===== config.mk =====
export PLATFORM = sky130hd
export DESIGN_NAME = tts_front
export DESIGN_NICKNAME = d
export VERILOG_FILES = /design/src/hw/rtl/tts_pkg.sv /design/src/hw/rtl/tts_front.sv
export SDC_FILE = /design/constraint.sdc
export NUM_CORES = 1
export LEC_CHECK = 0
export BUFFER_PORTS_ARGS = -buffer_cell sky130_fd_sc_hd__buf_2
export CAP_MARGIN = 20
export CELL_PAD_IN_SITES_DETAIL_PLACEMENT = 1
export CELL_PAD_IN_SITES_GLOBAL_PLACEMENT = 2
export CORE_UTILIZATION = 34
export CTS_CLUSTER_DIAMETER = 60
export DETAILED_ROUTE_END_ITERATION = 10
export GPL_ROUTABILITY_DRIVEN = 1
export PLACE_DENSITY = 0.77
export SYNTH_ARGS = -nofsm -noshare
export SYNTH_HDL_FRONTEND = slang
export SYNTH_SLANG_ARGS = --single-unit

===== constraint.sdc =====
create_clock -name clk -period 7.4 [get_ports clk]
set_clock_uncertainty 0.15 [all_clocks]
set_input_delay 1.11 -clock clk [delete_from_list [all_inputs] [get_ports clk]]
set_output_delay 1.11 -clock clk [all_outputs]
set_load 0.02 [all_outputs]

===== src/hw/rtl/tts_pkg.sv =====
// Shared types and constants for the text terminal screen buffer.
package tts_pkg;

  localparam int MAX_COLS   = 128;
  localparam int MAX_ROWS   = 32;
  localparam int STORE_SIZE = MAX_COLS * MAX_ROWS;
  localparam int COL_W      = $clog2(MAX_COLS);
  localparam int ROW_W      = $clog2(MAX_ROWS);
  localparam int ADDR_W     = $clog2(STORE_SIZE);
  localparam int CNT_W      = ADDR_W + 1;
  localparam int WID_W      = COL_W + 1;
  localparam int HGT_W      = ROW_W + 1;

  localparam logic [31:0] BLANK_CELL = 32'h0000_0720;

  localparam logic [7:0] COLUMNS_RST = 8'd80;
  localparam logic [5:0] ROWS_RST    = 6'd25;

  localparam logic [1:0] CFG_COLUMNS = 2'd0;
  localparam logic [1:0] CFG_ROWS    = 2'd1;

  localparam logic [3:0] KIND_PUT   = 4'd0;
  localparam logic [3:0] KIND_CR    = 4'd1;
  localparam logic [3:0] KIND_LF    = 4'd2;
  localparam logic [3:0] KIND_BS    = 4'd3;
  localparam logic [3:0] KIND_MOVE  = 4'd5;
  localparam logic [3:0] KIND_POS   = 4'd6;
  localparam logic [3:0] KIND_ERASE = 4'd7;
  localparam logic [3:0] KIND_CLEAR = 4'd8;
  localparam logic [3:0] KIND_READ  = 4'd9;

  localparam logic [7:0] ERASE_TO_END   = 8'd0;
  localparam logic [7:0] ERASE_TO_START = 8'd1;
  localparam logic [7:0] ERASE_ALL      = 8'd2;

  typedef struct packed {
    logic [3:0]         kind;
    logic [7:0]         ch;
    logic [7:0]         fg;
    logic [7:0]         bg;
    logic [7:0]         flags;
    logic signed [15:0] dx;
    logic signed [15:0] dy;
    logic [15:0]        row;
    logic [15:0]        col;
    logic [7:0]         erase_mode;
    logic [6:0]         read_col;
    logic [4:0]         read_row;
  } in_t;

  typedef struct packed {
    logic [6:0] cursor_col;
    logic [4:0] cursor_row;
    logic [7:0] cell_ch;
    logic [7:0] cell_fg;
    logic [7:0] cell_bg;
    logic [7:0] cell_flags;
  } out_t;

  typedef enum logic [3:0] {
    OP_PUT, OP_CR, OP_LF, OP_BS, OP_MOVE, OP_POS,
    OP_ERASE_END, OP_ERASE_START, OP_CLEAR, OP_READ, OP_NOP
  } op_t;

  typedef struct packed {
    op_t                op;
    logic [31:0]        put_data;
    logic signed [15:0] dx;
    logic signed [15:0] dy;
    logic [15:0]        row;
    logic [15:0]        col;
    logic [COL_W-1:0]   read_col;
    logic [ROW_W-1:0]   read_row;
  } cmd_t;

  typedef struct packed {
    logic valid;
    cmd_t cmd;
  } cmd_q_t;

  typedef enum logic [2:0] {
    ST_IDLE, ST_CALC, ST_EXEC, ST_SCROLL, ST_SCR_WR, ST_BLANK, ST_RD_WAIT, ST_DONE
  } bk_state_t;

endpackage


===== src/hw/rtl/tts_front.sv =====
// Command front end: accepts items, classifies them and queues them.
module tts_front (
  input  logic            clk,
  input  logic            rst_n,
  input  logic            start,
  input  tts_pkg::in_t    in_item,
  input  logic            clearing,
  input  logic            pop,
  output logic            busy,
  output tts_pkg::cmd_q_t q_out
);

  tts_pkg::cmd_t fifo_r [2];
  logic          wr_ptr_r, rd_ptr_r;
  logic [1:0]    cnt_r;
  logic          push;
  tts_pkg::cmd_t cmd;

  assign busy = clearing | (cnt_r == 2'd2);
  assign push = start & ~busy;

  always_comb begin
    cmd.put_data = {in_item.flags, in_item.bg, in_item.fg, in_item.ch};
    cmd.dx       = in_item.dx;
    cmd.dy       = in_item.dy;
    cmd.row      = in_item.row;
    cmd.col      = in_item.col;
    cmd.read_col = in_item.read_col;
    cmd.read_row = in_item.read_row;
    unique case (in_item.kind)
      tts_pkg::KIND_PUT:   cmd.op = tts_pkg::OP_PUT;
      tts_pkg::KIND_CR:    cmd.op = tts_pkg::OP_CR;
      tts_pkg::KIND_LF:    cmd.op = tts_pkg::OP_LF;
      tts_pkg::KIND_BS:    cmd.op = tts_pkg::OP_BS;
      tts_pkg::KIND_MOVE:  cmd.op = tts_pkg::OP_MOVE;
      tts_pkg::KIND_POS:   cmd.op = tts_pkg::OP_POS;
      tts_pkg::KIND_CLEAR: cmd.op = tts_pkg::OP_CLEAR;
      tts_pkg::KIND_READ:  cmd.op = tts_pkg::OP_READ;
      tts_pkg::KIND_ERASE: begin
        unique case (in_item.erase_mode)
          tts_pkg::ERASE_TO_END:   cmd.op = tts_pkg::OP_ERASE_END;
          tts_pkg::ERASE_TO_START: cmd.op = tts_pkg::OP_ERASE_START;
          tts_pkg::ERASE_ALL:      cmd.op = tts_pkg::OP_CLEAR; // same as clear
          default:                 cmd.op = tts_pkg::OP_NOP;
        endcase
      end
      default: cmd.op = tts_pkg::OP_NOP; // bell and unused kinds
    endcase
  end

  always_ff @(posedge clk) begin
    if (push) fifo_r[wr_ptr_r] <= cmd;
  end

  always_ff @(posedge clk) begin
    if (!rst_n) begin
      wr_ptr_r <= 1'b0;
      rd_ptr_r <= 1'b0;
      cnt_r    <= 2'd0;
    end else begin
      if (push) wr_ptr_r <= ~wr_ptr_r;
      if (pop)  rd_ptr_r <= ~rd_ptr_r;
      cnt_r <= cnt_r + {1'b0, push} - {1'b0, pop};
    end
  end

  assign q_out.valid = (cnt_r != 2'd0);
  assign q_out.cmd   = fifo_r[rd_ptr_r];

  a_no_pop_empty: assert property (@(posedge clk) disable iff (!rst_n)
    pop |-> cnt_r != 2'd0) else $error("pop from empty queue");

endmodule


## After elaboration in Yosys (flattened, before gate mapping)

Memories as Yosys holds them, arrays and structs flattened. A register that Yosys moved wholly into a read port is not among the register bits.
Cells that the tools add are included.

- Memories: 1
- Output and inout port bits: 114
- Bits in registers: 4
- Bits in writable memories: 224

- Reduce and logical (&&, ||, !) cells: 3
- Mux-type cells: 6
- Eq/ne operators: 11
- Bitwise logic cells: 5
- Add/subtract/negate cells: 2

Memories:

| name | words | bits a word | read ports | clocked after Yosys merged registers in | wr ports | RTL line | RTL |
|---|---|---|---|---|---|---|---|
| fifo_r | 2 | 112 | 1 | 1 | 1 | tts_front.sv:13 | `tts_pkg::cmd_t fifo_r [2];` |

Operator list:

| operator | number |
|---|---|
| $pmux W4 S9 | 1 |
| $eq A4 B3 Y1 const B | 3 |
| $pmux W4 S3 | 1 |
| $eq A4 B2 Y1 const B | 2 |
| $eq A4 B4 Y1 const B | 2 |
| $eq A8 B1 Y1 const B | 1 |
| $eq A8 B2 Y1 const B | 1 |
| $logic_not A8 Y1 | 1 |
| $eq A4 B1 Y1 const B | 1 |
| $logic_not A4 Y1 | 1 |
| $mux W1 | 4 |
| $not A1 Y1 | 3 |
| $add A2 B1 Y2 | 1 |
| $eq A2 B2 Y1 const B | 1 |
| $reduce_bool A2 Y1 | 1 |
| $sub A2 B1 Y2 | 1 |
| $and A1 B1 Y1 | 1 |
| $or A1 B1 Y1 | 1 |

## Longest topological paths before layout

- Depth in word-level cells: 6
- Gate-level depth with buffers: 9

## Worst setup path before layout

No wires, ideal clock.

- Path type: input-to-reg
- Start: in clearing
- End: mem fifo_r[0][0] (netlist name), enable pin
- Path slack: 294 ps
- Required time: 6666 ps
- Stages: 3
- Data arrival time: 6372 ps
- Library setup time: 584 ps
- Path through: or3b_2 > clkbuf_1 > nor2_1

- Word-level cells in the longest chain between the ends: 5

Ends and longest elaborated chain:

| element | RTL line | RTL |
|---|---|---|
| start: declaration | tts_front.sv:7 | `input logic clearing,` |
| $or A1 B1 Y1 | tts_front.sv:19 | `assign busy = clearing \| (cnt_r == 2'd2);` |
| $not A1 Y1 | tts_front.sv:20 | `assign push = start & ~busy;` |
| $and A1 B1 Y1 | tts_front.sv:20 |  |
| $mux W1 | tts_front.sv:52 | `if (push) fifo_r[wr_ptr_r] <= cmd;` |
| $mux W1 (not written as such) | tts_front.sv:52 |  |
| end: declaration | tts_front.sv:13 |  |

No other way between the ends.

==> summary.md <==
| Metric | Value |
|---|---|
| Status | finished, final reports clean |
| Via count normalized by instance count | 4.53 |
| Largest cells by area after synthesis | sky130_fd_sc_hd__edfxtp_1, sky130_fd_sc_hd__mux2_2, sky130_fd_sc_hd__dfxtp_1 |
| Worst-path cell with the longest stage delay | sky130_fd_sc_hd__dfxtp_4 |
| Buffer levels on the longest clock path | 3 |
| Largest net degree at the start of global routing | 58 |
| Type of the worst setup path | flip-flop to output pin |
| Antenna violations before repair | 1 |
| Final wirelength | 18100 um |
| Count of different cell masters after synthesis | 27 |
| Post-route DRC | 0 |
| Max_cap viols | 0 |
| Share of cell area taken by muxes after synthesis | 15.1% |
| Clock-pin slew on the worst setup and hold paths | 60 ps |
| Static Leakage | 3.94 nW |
| Number of buffers added by the clock tree synthesis step | 25 |
| Power after layout | 2.94 mW |
| Remaining antenna violation count | 0 |
| Initial Utilization | 34.7% |
| Dpl cell area | 10000 um2 |
| Post-synthesis average cell area | 21.4 um2 |
| Cell Area, Synth | 8410 um2 |
| Die Height | 159 um |
| Clk Tree Root Cell | sky130_fd_sc_hd__clkbuf_16 |
| Floorplan die area | 25400 um2 |
| Share of the synthesized area in the top cell type | 80.0% |
| Pwr dens | 274 nW/um2 |
| Portion of the clock cycle consumed by the worst path in the final layout | 54.4% |
| Peak ir drop on the vdd network | 169 uV |
| Clk Latency, worst-skew pair | 500 ps |
| Number of global-route vias before repair | 4943 |
| Flops & latches, synth | 229 |
| Final Slew Violations | 0 |
| Type of element launching the critical path | flip-flop |
| Number of flops mapped to enable cells by yosys | 224 |
| Number of I/O port buffers | 238 |
| Core area | 24200 um2 |
| Critical path required time | 6140 ps |
| Top cells by count, synth | sky130_fd_sc_hd__edfxtp_1, sky130_fd_sc_hd__mux2_2, sky130_fd_sc_hd__clkbuf_1 |
| WL per Instance | 18.2 um |
| GP Congestion | 0.726 |
| Max-slew headroom at the worst pin | 47.6% |
| Half-perimeter wire length after placement | 12300 um |
| Post-Synth Adder-Cell Area | 0.298% |
| Type of the tightest min-delay check | flip-flop to flip-flop |
| Critical path arrival | 2770 ps |
| Highest clock frequency the design can meet | 0.248 GHz |
| Complex-gate fraction of the synthesized area | 0.774% |
| Endpoint kind of the worst setup timing path | output pin |
| Crit path time final | 4030 ps |
| TritonCTS clock tree | yes |
| Most instantiated flip-flop cell in the synthesis netlist | sky130_fd_sc_hd__edfxtp_1 |
| Final setup vio count | 0 |
| Wire length of the first global-routing pass | 27900 um |
| Sequential element share of the synthesized area | 81.2% |
| Top Ports | 239 |
| Synth Warn # | 0 |
| Total number of nets in the final design | 777 |
| Fraction of the mapped netlist area in simple logic gates | 1.58% |
| Placement Rows | 57 |
| Global route total overflow | 0 |
| Unrepaired setup endpoints after global routing | no |
| Dominant cell by count in the synthesized netlist | sky130_fd_sc_hd__edfxtp_1 |
| Post-CTS setup buffer count | 0 |
| Synth Instances | 393 |
| Overall routing resource usage | 14.2% |
| Async set or reset register ratio after synthesis | 0% |
| Share of post-route cells with drive strength above 1 | 58.9% |
| H-tree levels | 1 |
| Die Wd | 159 um |
| Post-CTS Hold Buffers | 0 |
| Synthesis-to-layout area growth | 27.5% |
| Largest family of logic cells by synthesized area | multiplexers |
| Final TNS setup | 0 ps |
| First-pass iteration count of the detailed router | 4 |
| Largest stage delay on the critical path | 820 ps |
| Post-cts resize count | 0 |
| Most area-hungry cell type in the Yosys netlist | sky130_fd_sc_hd__edfxtp_1 |
| Final cell area excluding filler cells | 10700 um2 |
| Sequence of cells on the critical path | buf_4 > mux2_2 > buf_2 |
| DRC marker count from the first detailed-route iteration | 201 |
| Clk sink count | 229 |
| Hold Violations, Final | 0 |
| Max Fanout on Critical Path | 57 |
| Fill cell count | 2406 |
| R2r setup slk | 5080 ps |
| Number of vias after detailed routing | 4494 |
| Synthesized net count | 520 |
| Tightest Pin Transition | 785 ps |
| Share of the synthesized netlist area taken by xor and xnor gates | 0.208% |
-- per-stage QoR --
step / hold slack [ps] / setup WS (ps) / std cells / utilization (%)
2_1_floorplan: 301 / 294 / 393 / -
3_3_place_gp: 348 / 3920 / 947 / 41.3
3_5_place_dp: 368 / 3880 / 947 / 41.3
4_1_cts: 379 / 3310 / 991 / 44.2
5_1_grt: 404 / 3160 / 991 / 44.2
6_report: 378 / 3370 / 992 / 44.2
-- final cells by class --
type	count	area (um2)	area share, %
well taps	324	405	3.78
clock inverters	8	37.5	0.350
inverters	5	18.8	0.175
flip-flops and latches	229	6830	63.7
repair buffers	243	1230	11.5
diodes	1	2.50	0.0234
clock buffers	36	667	6.22
multi-input cells	146	1530	14.2
-- metal layers --
metal | GRT usage, % | share of wire, % | vias to the layer above
met5 | 0 | 0.072 | -
met1 | 16.7 | 40 | 2235
met3 | 3.96 | 6.5 | 29
met4 | 3.58 | 2.3 | 2
li1 | - | - | 2072
met2 | 25.4 | 51 | 156
-- sequential cells by signal, summed over array words and instances, names as in the netlist, named ones only --
name and flops:
fifo_r 224, wr_ptr_r 1, rd_ptr_r 1, cnt_r 2
-- path summary, 6_finish.rpt --
check | to | cells after the start | from
worst max-delay path | q_out[88] | 3 | flip-flop
worst min-delay path | cnt_r[1] | 2 | cnt_r[1]
worst max register to register | fifo_r[1][102] | 4 | cnt_r[1]
worst min register to register | cnt_r[1] | 2 | cnt_r[1]
-- worst max-delay path: cells and delay by family, from the launching register on --
family | cells | cell delay (ps)
buffers and inverters | 2 | 890
DFF | 1 | 820
muxes | 1 | 440
-- cell families (layout without fill, tap and decap cells) --
logic type / count (synthesis) / after routing
fa+ha+maj: 2 / 2
compound gates: 7 / 7
xor+xnor: 2 / 2
flops: 229 / 229
buf+inv: 18 / 292
mux: 113 / 113
simple gates: 22 / 22
other cells: 0 / 1
-- cell usage in the layout (no fill, tap or decap), types with 2 or more instances in the layout --
master,netlist,routed
sky130_fd_sc_hd__inv_1,5,5
sky130_fd_sc_hd__and2_1,3,3
sky130_fd_sc_hd__buf_4,0,5
sky130_fd_sc_hd__nand2_1,2,2
sky130_fd_sc_hd__ha_1,2,2
sky130_fd_sc_hd__mux2_2,112,112
sky130_fd_sc_hd__clkinv_1,0,5
sky130_fd_sc_hd__clkbuf_1,10,11
sky130_fd_sc_hd__nand2b_1,2,2
sky130_fd_sc_hd__or2_2,2,2
sky130_fd_sc_hd__clkinv_2,0,2
sky130_fd_sc_hd__dfxtp_1,5,4
sky130_fd_sc_hd__buf_2,0,238
sky130_fd_sc_hd__nor2_1,6,4
sky130_fd_sc_hd__edfxtp_1,224,224
sky130_fd_sc_hd__clkbuf_16,0,25
sky130_fd_sc_hd__nor2_4,0,2
sky130_fd_sc_hd__o211ai_1,2,2
sky130_fd_sc_hd__or4_4,2,2
-- power by group --
group | total, mW | switching, mW | leakage, nW | internal (mW)
Sequential | 1.52 | 0.0262 | 2.09 | 1.49
Combinational | 0.334 | 0.197 | 1.51 | 0.137
Clock | 1.08 | 0.459 | 0.341 | 0.622
Total | 2.94 | 0.683 | 3.94 | 2.25
Note: power is estimated with default switching activity, not from simulation.
